## src/lwfb_pkg.sv

```systemverilog
// shared types, tables and crc function for the lamp write frame builder
package lwfb_pkg;

   localparam int LampCount  = 49;
   localparam int GroupCount = 6;
   localparam int NumWidth   = 6;
   localparam int CntWidth   = 4;
   localparam int PosWidth   = 5;
   localparam int CsrIdxWidth = 2;

   localparam logic [7:0]  DevAddrReset = 8'h01;
   localparam logic [7:0]  FuncCodeReset = 8'h46;
   localparam logic [15:0] CrcInit = 16'hFFFF;
   localparam logic [15:0] CrcPolyRefl = 16'hA001;

   localparam logic [CsrIdxWidth-1:0] CsrDevAddr  = CsrIdxWidth'(0);
   localparam logic [CsrIdxWidth-1:0] CsrFuncCode = CsrIdxWidth'(1);

   localparam logic [PosWidth-1:0] PosDevAddr  = PosWidth'(0);
   localparam logic [PosWidth-1:0] PosFuncCode = PosWidth'(1);
   localparam logic [PosWidth-1:0] PosStartHi  = PosWidth'(2);
   localparam logic [PosWidth-1:0] PosStartLo  = PosWidth'(3);
   localparam logic [PosWidth-1:0] PosCountHi  = PosWidth'(4);
   localparam logic [PosWidth-1:0] PosCountLo  = PosWidth'(5);
   localparam logic [PosWidth-1:0] PosByteCnt  = PosWidth'(6);
   localparam logic [PosWidth-1:0] PosData     = PosWidth'(7);
   localparam logic [PosWidth-1:0] PosMax      = PosWidth'(28);

   localparam logic [7:0] LampAddr [0:LampCount-1] = '{
      8'd0,  8'd10, 8'd16, 8'd1,  8'd11, 8'd17, 8'd2,  8'd12, 8'd18, 8'd3,
      8'd13, 8'd19, 8'd4,  8'd14, 8'd20, 8'd5,  8'd15, 8'd21, 8'd6,  8'd7,
      8'd22, 8'd8,  8'd23, 8'd24, 8'd9,  8'd28, 8'd29, 8'd30, 8'd31, 8'd32,
      8'd33, 8'd34, 8'd35, 8'd36, 8'd37, 8'd38, 8'd39, 8'd40, 8'd41, 8'd42,
      8'd43, 8'd44, 8'd45, 8'd46, 8'd47, 8'd48, 8'd49, 8'd50, 8'd51
   };

   localparam logic [7:0] GroupStart [0:GroupCount-1] = '{
      8'h00, 8'h09, 8'h0F, 8'h1C, 8'h24, 8'h2C
   };

   localparam logic [CntWidth-1:0] GroupLen [0:GroupCount-1] = '{
      4'd9, 4'd6, 4'd10, 4'd8, 4'd8, 4'd8
   };

   typedef enum logic [1:0] {
      S_IDLE = 2'b01,
      S_BUSY = 2'b10
   } state_type;

   typedef struct packed {
      logic load;
      logic step;
   } ctrl_cmd_type;

   typedef struct packed {
      logic out_free;
      logic is_last;
   } dp_status_type;

   function automatic logic [15:0] crc_next(input logic [15:0] crc, input logic [7:0] data);
      logic [15:0] c;
      c = crc ^ {8'h00, data};
      for (int k = 0; k < 8; k++) begin
         if (c[0]) begin
            c = (c >> 1) ^ CrcPolyRefl;
         end else begin
            c = c >> 1;
         end
      end
      return c;
   endfunction

endpackage

```

## src/lwfb_ctrl.sv

```systemverilog
// controller state machine sequencing one frame per request
module lwfb_ctrl
   import lwfb_pkg::*;
(
   input  logic          clock,
   input  logic          reset,
   input  logic          req_valid,
   output logic          req_stall,
   input  dp_status_type sts,
   output ctrl_cmd_type  cmd
);

   state_type state_ff;
   state_type state_in;

   always_comb begin
      state_in  = state_ff;
      cmd       = '0;
      req_stall = 1'b1;
      unique case (state_ff)
         S_IDLE: begin
            req_stall = 1'b0;
            if (req_valid) begin
               cmd.load = 1'b1;
               state_in = S_BUSY;
            end
         end
         S_BUSY: begin
            if (sts.out_free) begin
               cmd.step = 1'b1;
               if (sts.is_last) begin
                  state_in = S_IDLE;
               end
            end
         end
         default: begin
            state_in = S_IDLE;
         end
      endcase
   end

   always_ff @(posedge clock) begin
      if (reset) begin
         state_ff <= S_IDLE;
      end else begin
         state_ff <= state_in;
      end
   end

endmodule

```

## src/lwfb_datapath.sv

```systemverilog
// datapath: config registers, request decode, byte mux, crc and output register
module lwfb_datapath
   import lwfb_pkg::*;
(
   input  logic                   clock,
   input  logic                   reset,
   input  logic                   csr_valid,
   input  logic [CsrIdxWidth-1:0] csr_index,
   input  logic [7:0]             csr_data,
   input  logic                   req_func,
   input  logic [NumWidth-1:0]    req_target_number,
   input  logic [7:0]             req_lamp_value,
   output logic                   rsp_valid,
   input  logic                   rsp_stall,
   output logic [7:0]             rsp_frame_byte,
   output logic                   rsp_last_byte,
   output logic                   rsp_bad_request,
   input  ctrl_cmd_type           cmd,
   output dp_status_type          sts
);

   logic [7:0]          dev_addr_ff, dev_addr_in;
   logic [7:0]          func_code_ff, func_code_in;
   logic                bad_ff, bad_in;
   logic [7:0]          start_ff, start_in;
   logic [CntWidth-1:0] count_ff, count_in;
   logic [7:0]          low_ff, low_in;
   logic [15:0]         crc_ff, crc_in;
   logic [PosWidth-1:0] pos_ff, pos_in;
   logic                rsp_valid_ff, rsp_valid_in;
   logic [7:0]          rsp_byte_ff, rsp_byte_in;
   logic                rsp_last_ff, rsp_last_in;
   logic                rsp_bad_ff, rsp_bad_in;

   logic                lamp_ok;
   logic                group_ok;
   logic [NumWidth-1:0] num_idx;
   logic [PosWidth-1:0] crc_pos;
   logic [7:0]          cur_byte;
   logic                cur_last;

   assign num_idx  = req_target_number - NumWidth'(1);
   assign lamp_ok  = (req_target_number != '0) && (req_target_number <= NumWidth'(LampCount));
   assign group_ok = (req_target_number != '0) && (req_target_number <= NumWidth'(GroupCount));
   assign crc_pos  = PosData + {count_ff, 1'b0};

   // byte at the current frame position
   always_comb begin
      cur_byte = 8'h00;
      if (bad_ff) begin
         cur_byte = 8'h00;
      end else if (pos_ff == PosDevAddr) begin
         cur_byte = dev_addr_ff;
      end else if (pos_ff == PosFuncCode) begin
         cur_byte = func_code_ff;
      end else if (pos_ff == PosStartLo) begin
         cur_byte = start_ff;
      end else if (pos_ff == PosCountLo) begin
         cur_byte = {4'h0, count_ff};
      end else if (pos_ff == PosByteCnt) begin
         cur_byte = {3'b000, count_ff, 1'b0};
      end else if (pos_ff == PosStartHi || pos_ff == PosCountHi) begin
         cur_byte = 8'h00;
      end else if (pos_ff < crc_pos) begin
         cur_byte = pos_ff[0] ? 8'h00 : low_ff;
      end else if (pos_ff == crc_pos) begin
         cur_byte = crc_ff[7:0];
      end else begin
         cur_byte = crc_ff[15:8];
      end
   end

   assign cur_last     = bad_ff || (pos_ff == crc_pos + PosWidth'(1));
   assign sts.is_last  = cur_last;
   assign sts.out_free = !rsp_valid_ff || !rsp_stall;

   always_comb begin
      dev_addr_in  = dev_addr_ff;
      func_code_in = func_code_ff;
      bad_in       = bad_ff;
      start_in     = start_ff;
      count_in     = count_ff;
      low_in       = low_ff;
      crc_in       = crc_ff;
      pos_in       = pos_ff;
      rsp_valid_in = rsp_valid_ff;
      rsp_byte_in  = rsp_byte_ff;
      rsp_last_in  = rsp_last_ff;
      rsp_bad_in   = rsp_bad_ff;

      if (csr_valid) begin
         unique case (csr_index)
            CsrDevAddr:  dev_addr_in = csr_data;
            CsrFuncCode: func_code_in = csr_data;
            default: ;
         endcase
      end

      if (cmd.load) begin
         pos_in = '0;
         crc_in = CrcInit;
         if (req_func) begin
            bad_in   = !group_ok;
            start_in = GroupStart[num_idx[2:0]];
            count_in = GroupLen[num_idx[2:0]];
            low_in   = {7'h00, (req_lamp_value != 8'h00)};
         end else begin
            bad_in   = !lamp_ok;
            start_in = LampAddr[num_idx];
            count_in = CntWidth'(1);
            low_in   = req_lamp_value;
         end
      end

      if (rsp_valid_ff && !rsp_stall) begin
         rsp_valid_in = 1'b0;
      end

      if (cmd.step) begin
         rsp_valid_in = 1'b1;
         rsp_byte_in  = cur_byte;
         rsp_last_in  = cur_last;
         rsp_bad_in   = bad_ff;
         pos_in       = pos_ff + PosWidth'(1);
         if (!bad_ff && pos_ff < crc_pos) begin
            crc_in = crc_next(crc_ff, cur_byte);
         end
      end
   end

   always_ff @(posedge clock) begin
      if (reset) begin
         dev_addr_ff  <= DevAddrReset;
         func_code_ff <= FuncCodeReset;
         rsp_valid_ff <= 1'b0;
         pos_ff       <= '0;
         crc_ff       <= CrcInit;
         bad_ff       <= 1'b0;
         count_ff     <= '0;
      end else begin
         dev_addr_ff  <= dev_addr_in;
         func_code_ff <= func_code_in;
         rsp_valid_ff <= rsp_valid_in;
         pos_ff       <= pos_in;
         crc_ff       <= crc_in;
         bad_ff       <= bad_in;
         count_ff     <= count_in;
      end
   end

   always_ff @(posedge clock) begin
      start_ff    <= start_in;
      low_ff      <= low_in;
      rsp_byte_ff <= rsp_byte_in;
      rsp_last_ff <= rsp_last_in;
      rsp_bad_ff  <= rsp_bad_in;
   end

   assign rsp_valid       = rsp_valid_ff;
   assign rsp_frame_byte  = rsp_byte_ff;
   assign rsp_last_byte   = rsp_last_ff;
   assign rsp_bad_request = rsp_bad_ff;

   a_bad_is_last: assert property (@(posedge clock) disable iff (reset)
      rsp_valid_ff && rsp_bad_ff |-> rsp_last_ff)
      else $error("bad request result without last flag");

   a_pos_bound: assert property (@(posedge clock) disable iff (reset)
      cmd.step |-> pos_ff <= PosMax)
      else $error("frame position past end of longest frame");

   a_step_when_free: assert property (@(posedge clock) disable iff (reset)
      cmd.step |-> sts.out_free)
      else $error("byte stepped while output register is occupied");

   a_valid_from_step: assert property (@(posedge clock) disable iff (reset)
      $rose(rsp_valid_ff) |-> $past(cmd.step))
      else $error("result appeared without a step");

endmodule

```

## src/lamp_write_frame_builder_core.sv

```systemverilog
// top level of the lamp write frame builder
//
//  channel  direction  handshake            payload
//  req      in         req_valid/req_stall  func, target_number, lamp_value
//  rsp      out        rsp_valid/rsp_stall  frame_byte, last_byte, bad_request
//  csr      in         csr_valid/csr_ready  csr_index, csr_data
//
// one frame byte per cycle while rsp_stall is low; a single lamp frame has 11 bytes,
// a group frame 9 + 2 * lamp count bytes and a bad request one byte, all from the
// single byte sequencer and output register, which takes no new request mid-frame
// rsp_stall holds the output register and pauses the sequencer
// synchronous active-high reset restores register defaults and idles the block
module lamp_write_frame_builder_core
   import lwfb_pkg::*;
(
   input  logic                   clock,
   input  logic                   reset,
   input  logic                   req_valid,
   output logic                   req_stall,
   input  logic                   req_func,
   input  logic [NumWidth-1:0]    req_target_number,
   input  logic [7:0]             req_lamp_value,
   output logic                   rsp_valid,
   input  logic                   rsp_stall,
   output logic [7:0]             rsp_frame_byte,
   output logic                   rsp_last_byte,
   output logic                   rsp_bad_request,
   input  logic                   csr_valid,
   output logic                   csr_ready,
   input  logic [CsrIdxWidth-1:0] csr_index,
   input  logic [7:0]             csr_data
);

   ctrl_cmd_type  cmd;
   dp_status_type sts;

   assign csr_ready = 1'b1;

   lwfb_ctrl u_ctrl (
      .clock     (clock),
      .reset     (reset),
      .req_valid (req_valid),
      .req_stall (req_stall),
      .sts       (sts),
      .cmd       (cmd)
   );

   lwfb_datapath u_datapath (
      .clock             (clock),
      .reset             (reset),
      .csr_valid         (csr_valid),
      .csr_index         (csr_index),
      .csr_data          (csr_data),
      .req_func          (req_func),
      .req_target_number (req_target_number),
      .req_lamp_value    (req_lamp_value),
      .rsp_valid         (rsp_valid),
      .rsp_stall         (rsp_stall),
      .rsp_frame_byte    (rsp_frame_byte),
      .rsp_last_byte     (rsp_last_byte),
      .rsp_bad_request   (rsp_bad_request),
      .cmd               (cmd),
      .sts               (sts)
   );

endmodule

```

## config.mk

```make
export PLATFORM = sky130hd
export DESIGN_NAME = lamp_write_frame_builder_core
export DESIGN_NICKNAME = d
export VERILOG_FILES = /design/src/lwfb_pkg.sv /design/src/lwfb_ctrl.sv /design/src/lwfb_datapath.sv /design/src/lamp_write_frame_builder_core.sv
export SDC_FILE = /design/constraint.sdc
export NUM_CORES = 1
export LEC_CHECK = 0
export BUFFER_PORTS_ARGS = -buffer_cell sky130_fd_sc_hd__buf_2
export CORE_ASPECT_RATIO = 0.75
export CORE_UTILIZATION = 45
export CTS_CLUSTER_SIZE = 16
export DETAILED_ROUTE_END_ITERATION = 12
export GPL_ROUTABILITY_DRIVEN = 1
export PLACE_DENSITY_LB_ADDON = 0.05
export SLEW_MARGIN = 20
export SYNTH_ARGS = -nofsm -noshare
export SYNTH_HDL_FRONTEND = slang
export SYNTH_SLANG_ARGS = --single-unit
export TNS_END_PERCENT = 20
```

## constraint.sdc

```tcl
create_clock -name clock -period 5.87 [get_ports clock]
set_input_delay 0 -clock clock [delete_from_list [all_inputs] [get_ports clock]]
set_output_delay 0 -clock clock [all_outputs]
set_load 0.02 [all_outputs]
```

==> reports/metrics.yaml, run 1 <==
run_status:
  outcome: "finished, final reports clean"
layout:
  final_nets: 627
  layout-drive-gt1-share: 0.146
  layout.cells.most_common: "nor2_1"
  syn_to_final_growth_pct: 14.7
  fin_area_mm2: 0.00538
  layout_common_cells: "64 x nor2_1, 45 x dfxtp_1, 41 x buf_2, 40 x a21oi_1, 25 x o21ai_0"
  diodes: 0
critical_path:
  crit_type: "reg -> reg"
  critical_path.startpoint: "u_datapath.count_ff[0]"
  reg2reg_depth: 12
  cp.required_ps: 6140
  arrival_ps: 4380
  r2r-end: "u_datapath.crc_ff[0]"
  reg2reg_from: "u_datapath.count_ff[0]"
  crit_fanout: 14
  start_kind: "flop"
  r2r_slack_ps: 1750
  cp-end-kind: "flop"
timing:
  max_freq_ghz: 0.243
  tns_ps: 0
  tightest_slew_ps: 848
  hold_viol: 0
  rsz0062_at_grt: "false"
  slew_violations: 0
  skew_ps: 6.68
  fin_crit_ps: 4120
  setup_viol: 0
  slew_headroom: 0.431
  period_share: 0.701
yosys:
  synthTopCellsByArea: "dfxtp_1 19%, edfxtp_1 15%, nor2_1 5.1%"
  syn_area_mm2: 0.00469
  ys_async_sr_fraction: 0
  synth_edf_count: 24
  yosysTopAreaCell: "dfxtp_1"
  ys_seq_area_frac: 0.346
  syn_area_per_cell_um2: 8.56
  synth_fa_ha_area_frac: 0.0480
  synth_top_area_share: 0.192
  syn_inst: 548
  synthXorXnorAreaFrac: 0.0670
  synth-simple-area-share: 0.214
  syn-num-nets: 596
  synth_top_family_by_area: "compound AO/OA/AOI/OAI gates"
  synth-main-ff-cell: "dfxtp_1"
  synth_seq_cells: 69
  ys_warn_count: 0
  synthMuxAreaShare: 0.0299
  synth.distinct_cells: 72
  synth_compound_area_frac: 0.234
routing:
  vias: 4198
  totalWireLength_um: 12700
  antenna_left: 0
  drc_errors: 0
  dr.pass1.iters: 5
  viasPerCell: 5.86
  first_iter_violations: 253
  wl_per_cell_um: 17.7
clocking:
  cts_setup_buffers: 0
  numCtsBuffers: 9
  clkTransAtPathRegs_ps: 60
  clock_sinks: 69
  cts_tree: "yes"
  clockRootBuffer: "clkbuf_16"
  cts-htree-levels: 3
  clock_latency_ps: 340
  cts_buffer_depth: 2
power:
  p_int_w: 0.000954
  pwr-share-seq: 0.406
  p_switching_w: 0.000355
  power_density_mw_per_mm2: 243
  peakVddDrop_v: 0.000186
  clkPwrFrac: 0.415
  combinationalPowerShare: 0.179
  p_leak_nw: 2.10
  swShare: 0.271
floorplanning:
  num_rows: 31
  core_area_mm2: 0.00989
  die_area_mm2: 0.0108
  num_io_pins: 43
  die-width_um: 120
  die_height_um: 90.4
  initial_core_util: 0.474
grt:
  grt_overflow: 0
  grt_pass1_vias: 3896
  grt_max_degree: 46
  grt_pass1_wl_um: 20800
  track_usage: 0.248
  antenna_found_initial: 0
hold_path:
  hp-start: "req_func"
  holdPathEnd: "u_datapath.count_ff[3]"
  min_path_cells: 3
  hp-class: "in -> reg"
placement:
  dpl-instance-area_mm2: 0.00491
  gp_congestion: 0.901
  hpwl_um: 9180
  io_buffers: 41
flow_run:
  max_cap_violations: 0
[final cells by class]
| type | instances | area [um2] |
|---|---|---|
| Sequential cell | 69 | 1620 |
| Fill cell | 963 | 4510 |
| Inverter | 25 | 93.8 |
| Timing Repair Buffer | 62 | 405 |
| Clock inverter | 4 | 26.3 |
| Multi-Input combinational cell | 412 | 2790 |
| Clock buffer | 12 | 279 |
| Tap cell | 132 | 165 |
[logic make-up (layout without fill, tap and decap cells)]
| group | after synthesis | in the layout |
|---|---|---|
| compound gates | 155 | 155 |
| simple gates | 193 | 193 |
| buf+inv | 67 | 103 |
| mux | 14 | 14 |
| flops | 69 | 69 |
| fa+ha+maj | 18 | 18 |
| other cells | 1 | 1 |
| xor+xnor | 31 | 31 |
[power by group through the flow]
stage / Combinational (W) / Sequential (W) / Clock (W)
after floorplan: 0.000168 / 0.000534 / 0
after global placement: 0.000219 / 0.000541 / 0
after detailed placement: 0.000222 / 0.000542 / 0
after CTS: 0.000231 / 0.000532 / 0.000553
after global routing: 0.000258 / 0.000534 / 0.000572
final: 0.000234 / 0.000532 / 0.000544
[layer usage]
layer  vias to the layer above  share of wire  GRT usage
met2                       120           0.39      0.328
li1                       2049              -          -
met1                      2012           0.54      0.391
met3                        17          0.051     0.0537
met4                         0          0.013     0.0719
met5                         -              0          0
[registers in the layout (all words and copies together) (netlist names)]
signal                      count
u_datapath.low_ff               8
u_datapath.count_ff             4
u_datapath.start_ff             6
u_datapath.rsp_bad_request      1
u_datapath.rsp_frame_byte       8
u_datapath.rsp_last_byte        1
u_datapath.dev_addr_ff          8
u_datapath.bad_ff               1
u_datapath.func_code_ff         8
u_datapath.pos_ff               5
u_datapath.crc_ff              16
u_datapath.rsp_valid            1
u_ctrl.state_ff                 2
[critical path, stage by stage, from the launching register on]
cell and delay [ps]:
dfxtp_1 470, o21ai_0 170, xnor2_1 300, ha_1 350, a41o_1 270, a21o_1 320, o311ai_2 390, o22ai_2 150
a311oi_4 310, xnor2_1 250, xnor3_2 550, xnor3_1 360, a21oi_1 140
[metrics by stage]
stage	worst slack [ps]	total power [W]	std cells	util	hold slack, ps
floorplan	2300	0.000702	548	-	118
global placement	1950	0.000760	683	0.496	222
detailed placement	1850	0.000763	683	0.496	231
CTS	1810	0.00132	716	0.544	147
global route	1510	0.00136	716	0.544	199
finish	1750	0.00131	716	0.544	152
[worst max-delay path by stage]
| stage | to |
|---|---|
| finish | u_datapath.crc_ff[0] |
| global route | u_datapath.crc_ff[0] |
| detailed placement | u_datapath.crc_ff[0] |
| CTS | u_datapath.crc_ff[0] |
| global placement | u_datapath.crc_ff[0] |
| floorplan | u_datapath.crc_ff[0] |
[timing repair]
action / in CTS / in global routing
hold endpoints to repair: 23 / 0
hold buffers: 17 / 0
gates resized for setup: 0 / 0
[cell usage after synthesis (4+ instances only)]
library cell / instances
o211ai_1: 5
clkbuf_1: 29
edfxtp_1: 24
inv_1: 23
nor4_1: 8
ha_1: 18
or2_2: 8
o21bai_1: 13
dfxtp_1: 45
buf_2: 6
a21o_1: 6
xnor2_1: 19
xor2_1: 9
nor2_1: 64
o22ai_1: 4
a211o_1: 4
nand2_1: 24
a21oi_1: 40
nand3b_1: 7
nor2b_1: 15
nor3_1: 24
or3_1: 7
o21ai_0: 25
mux2i_1: 14
nand2b_1: 9
a211oi_1: 16
nand3_1: 9
Note: power is estimated with default switching activity, not from simulation.
==> run 2: changes to the inputs <==
Clock period 5.87 ns to 3.5 ns, I/O delays scaled along.
==> reports/metrics.yaml, run 2 (same netlist as run 1, synthesis figures left out) <==
critical_path:
  crit_type: "reg -> reg"  # unchanged
  crit_family: "compound AO/OA/AOI/OAI gates"  # unchanged
  max_stage_delay_ps: 470  # was 550 ps
  reg2reg_from: "u_datapath.count_ff[0]"  # unchanged
  crit_fanout: 4  # was 14
  cp.required_ps: 3770  # was 6140 ps
  cp_num_buf_inv: 2  # was 0
  cp_slowest_cell: "xnor3_2"  # unchanged
  path_cells: "inv_1, ha_2, xor2_1, ha_1, a41o_1, a21o_1, buf_6, o311ai_4, o22ai_2, a311oi_4, xnor2_2, xnor3_2, xnor3_1, a21oi_1"  # was o21ai_0, xnor2_1, ha_1, a41o_1, a21o_1, o311ai_2, o22ai_2, a311oi_4, xnor2_1, xnor3_2, xnor3_1, a21oi_1
  critical_path.startpoint: "u_datapath.count_ff[0]"  # unchanged
  arrival_ps: 3760  # was 4380 ps
  start_kind: "flop"  # unchanged
  cp-end-kind: "flop"  # unchanged
timing:
  tightest_slew_ps: 837  # was 848 ps
  skew_ps: 5.39  # was 6.68 ps
  slew_violations: 0  # unchanged
  setup_slack_ps: 9.86  # was 1750 ps
  fin_crit_ps: 3490  # was 4120 ps
  rsz0062_at_grt: "true"  # was false
  max_freq_ghz: 0.287  # was 0.243 GHz
  fin_hold_ws_ps: 25.8  # was 152 ps
  slew_headroom: 0.442  # was 0.431
  setup_viol: 0  # unchanged
  hold_viol: 0  # unchanged
  period_share: 0.997  # was 0.701
clocking:
  numCtsBuffers: 9  # unchanged
  cts-htree-levels: 3  # unchanged
  cts_tree: "yes"  # unchanged
  clock_latency_ps: 340  # about the same
  clkTransAtPathRegs_ps: 60  # about the same
  clockRootBuffer: "clkbuf_16"  # unchanged
  clock_sinks: 69  # unchanged
  cts_buffer_depth: 2  # unchanged
floorplanning:
  initial_core_util: 0.474  # unchanged
  num_rows: 31  # unchanged
  num_io_pins: 43  # unchanged
  core_area_mm2: 0.00989  # unchanged
  die-width_um: 120  # unchanged
  die_height_um: 90.4  # unchanged
  die_area_mm2: 0.0108  # unchanged
layout:
  final_nets: 672  # was 627
  top_register: "u_datapath.crc_ff"  # unchanged
  syn_to_final_growth_pct: 24.2  # was 14.7%
  layout_common_cells: "64 x nor2_1, 49 x buf_4, 43 x dfxtp_1, 41 x buf_2, 40 x a21oi_1"  # was 64 x nor2_1, 45 x dfxtp_1, 41 x buf_2, 40 x a21oi_1, 25 x o21ai_0
  layout.cells.most_common: "nor2_1"  # unchanged
  final_cells: 761  # was 716
  diodes: 0  # unchanged
  layout-drive-gt1-share: 0.237  # was 0.146
  fin_util: 0.589  # was 0.544
  largest_register_ffs: 16  # unchanged
routing:
  wl_per_cell_um: 17.1  # was 17.7 um
  totalWireLength_um: 13000  # was 12700 um
  drc_errors: 0  # unchanged
  antenna_left: 0  # unchanged
  viasPerCell: 5.72  # was 5.86
  dr.pass1.iters: 6  # was 5
  vias: 4353  # was 4198
  first_iter_violations: 438  # was 253
grt:
  grt_pass1_wl_um: 21000  # was 20800 um
  track_usage: 0.251  # was 0.248
  antenna_found_initial: 0  # unchanged
  busiest_layer: "met1"  # unchanged
  grtUsageMet2: 0.339  # was 0.328
  grt_pass1_vias: 3896  # unchanged
  globalRouteMet1Util: 0.398  # was 0.391
  grt_overflow: 0  # unchanged
  use_met3: 0.0436  # was 0.0537
  grt_max_degree: 46  # unchanged
power:
  power_w: 0.00222  # was 0.00131 W
  peakVddDrop_v: 0.000332  # was 0.000186 V
  power_density_mw_per_mm2: 382  # was 243 mW/mm2
  p_leak_nw: 2.35  # was 2.10 nW
hold_path:
  hp-class: "in -> reg"  # unchanged
  hp-start: "req_lamp_value[7]"  # was req_func
flow_run:
  max_cap_violations: 0  # unchanged
placement:
  hpwl_um: 9670  # was 9180 um
  numPlacedInstances: 719  # was 683
  io_buffers: 41  # unchanged
  gp_congestion: 0.894  # was 0.901
  pre_cts_slack_ps: -60.5  # was 1850 ps
run_status:
  outcome: "finished, final reports clean"  # unchanged
-- run 2: cell count changes in the layout (fill, tap and decap cells not counted), moves of 3 or more --
cell        previous run  this run
xnor2_1               19        15
clkinvlp_4             0         3
buf_4                  4        49
xnor2_2                0         4
o221ai_1               3         0
o221ai_2               0         3
-- run 2: layer usage --
layer,vias up,share of wire
li1,2140,-
met1,2038,0.51
met2,167,0.40
met3,8,0.082
met4,0,0.0095
met5,-,0
-- run 2: layout make-up --
class	instances	area (um2)
clock buffers	9	225
clock inverters	7	66.3
fillers	875	4060
inverters	25	93.8
multi-input cells	412	2910
flip-flops and latches	69	1620
well taps	132	165
repair buffers	107	744
-- run 2: power breakdown --
part | switching (W) | internal (W)
sequential | 0.0000189 | 0.000867
clock | 0.000336 | 0.000545
combinational | 0.000245 | 0.000212
-- run 2: worst paths after layout --
kind,slack (ps),cells past startpoint,to
worst max-delay path,10,14,u_datapath.crc_ff[0]
worst min-delay path,30,2,u_datapath.low_ff[7]
worst max register to register,10,14,u_datapath.crc_ff[0]
worst min register to register,470,1,u_datapath.func_code_ff[6]
-- run 2: stage by stage --
step,instance area (um2),TNS (ps)
floorplan,4730,0
global placement,5200,0
detailed placement,5200,-60.5
CTS,5700,0
global route,5830,-224
finish,5830,0
-- run 2: worst reg2reg max path, cell delays in order, from the launching register on --
cell	delay (ps)
dfxtp_2	330
inv_1	40
ha_2	170
xor2_1	150
ha_1	330
a41o_1	240
a21o_1	200
buf_6	130
o311ai_4	210
o22ai_2	150
a311oi_4	340
xnor2_2	190
xnor3_2	470
xnor3_1	340
a21oi_1	130
-- run 2: what timing repair did --
item | CTS | global route
pin swaps | 7 | 12
setup buffers | 3 | 7
hold endpoints to repair | 22 | 0
endpoints found under the setup margin | 1 | 6
resized for setup | 6 | 12
hold buffers | 16 | 0
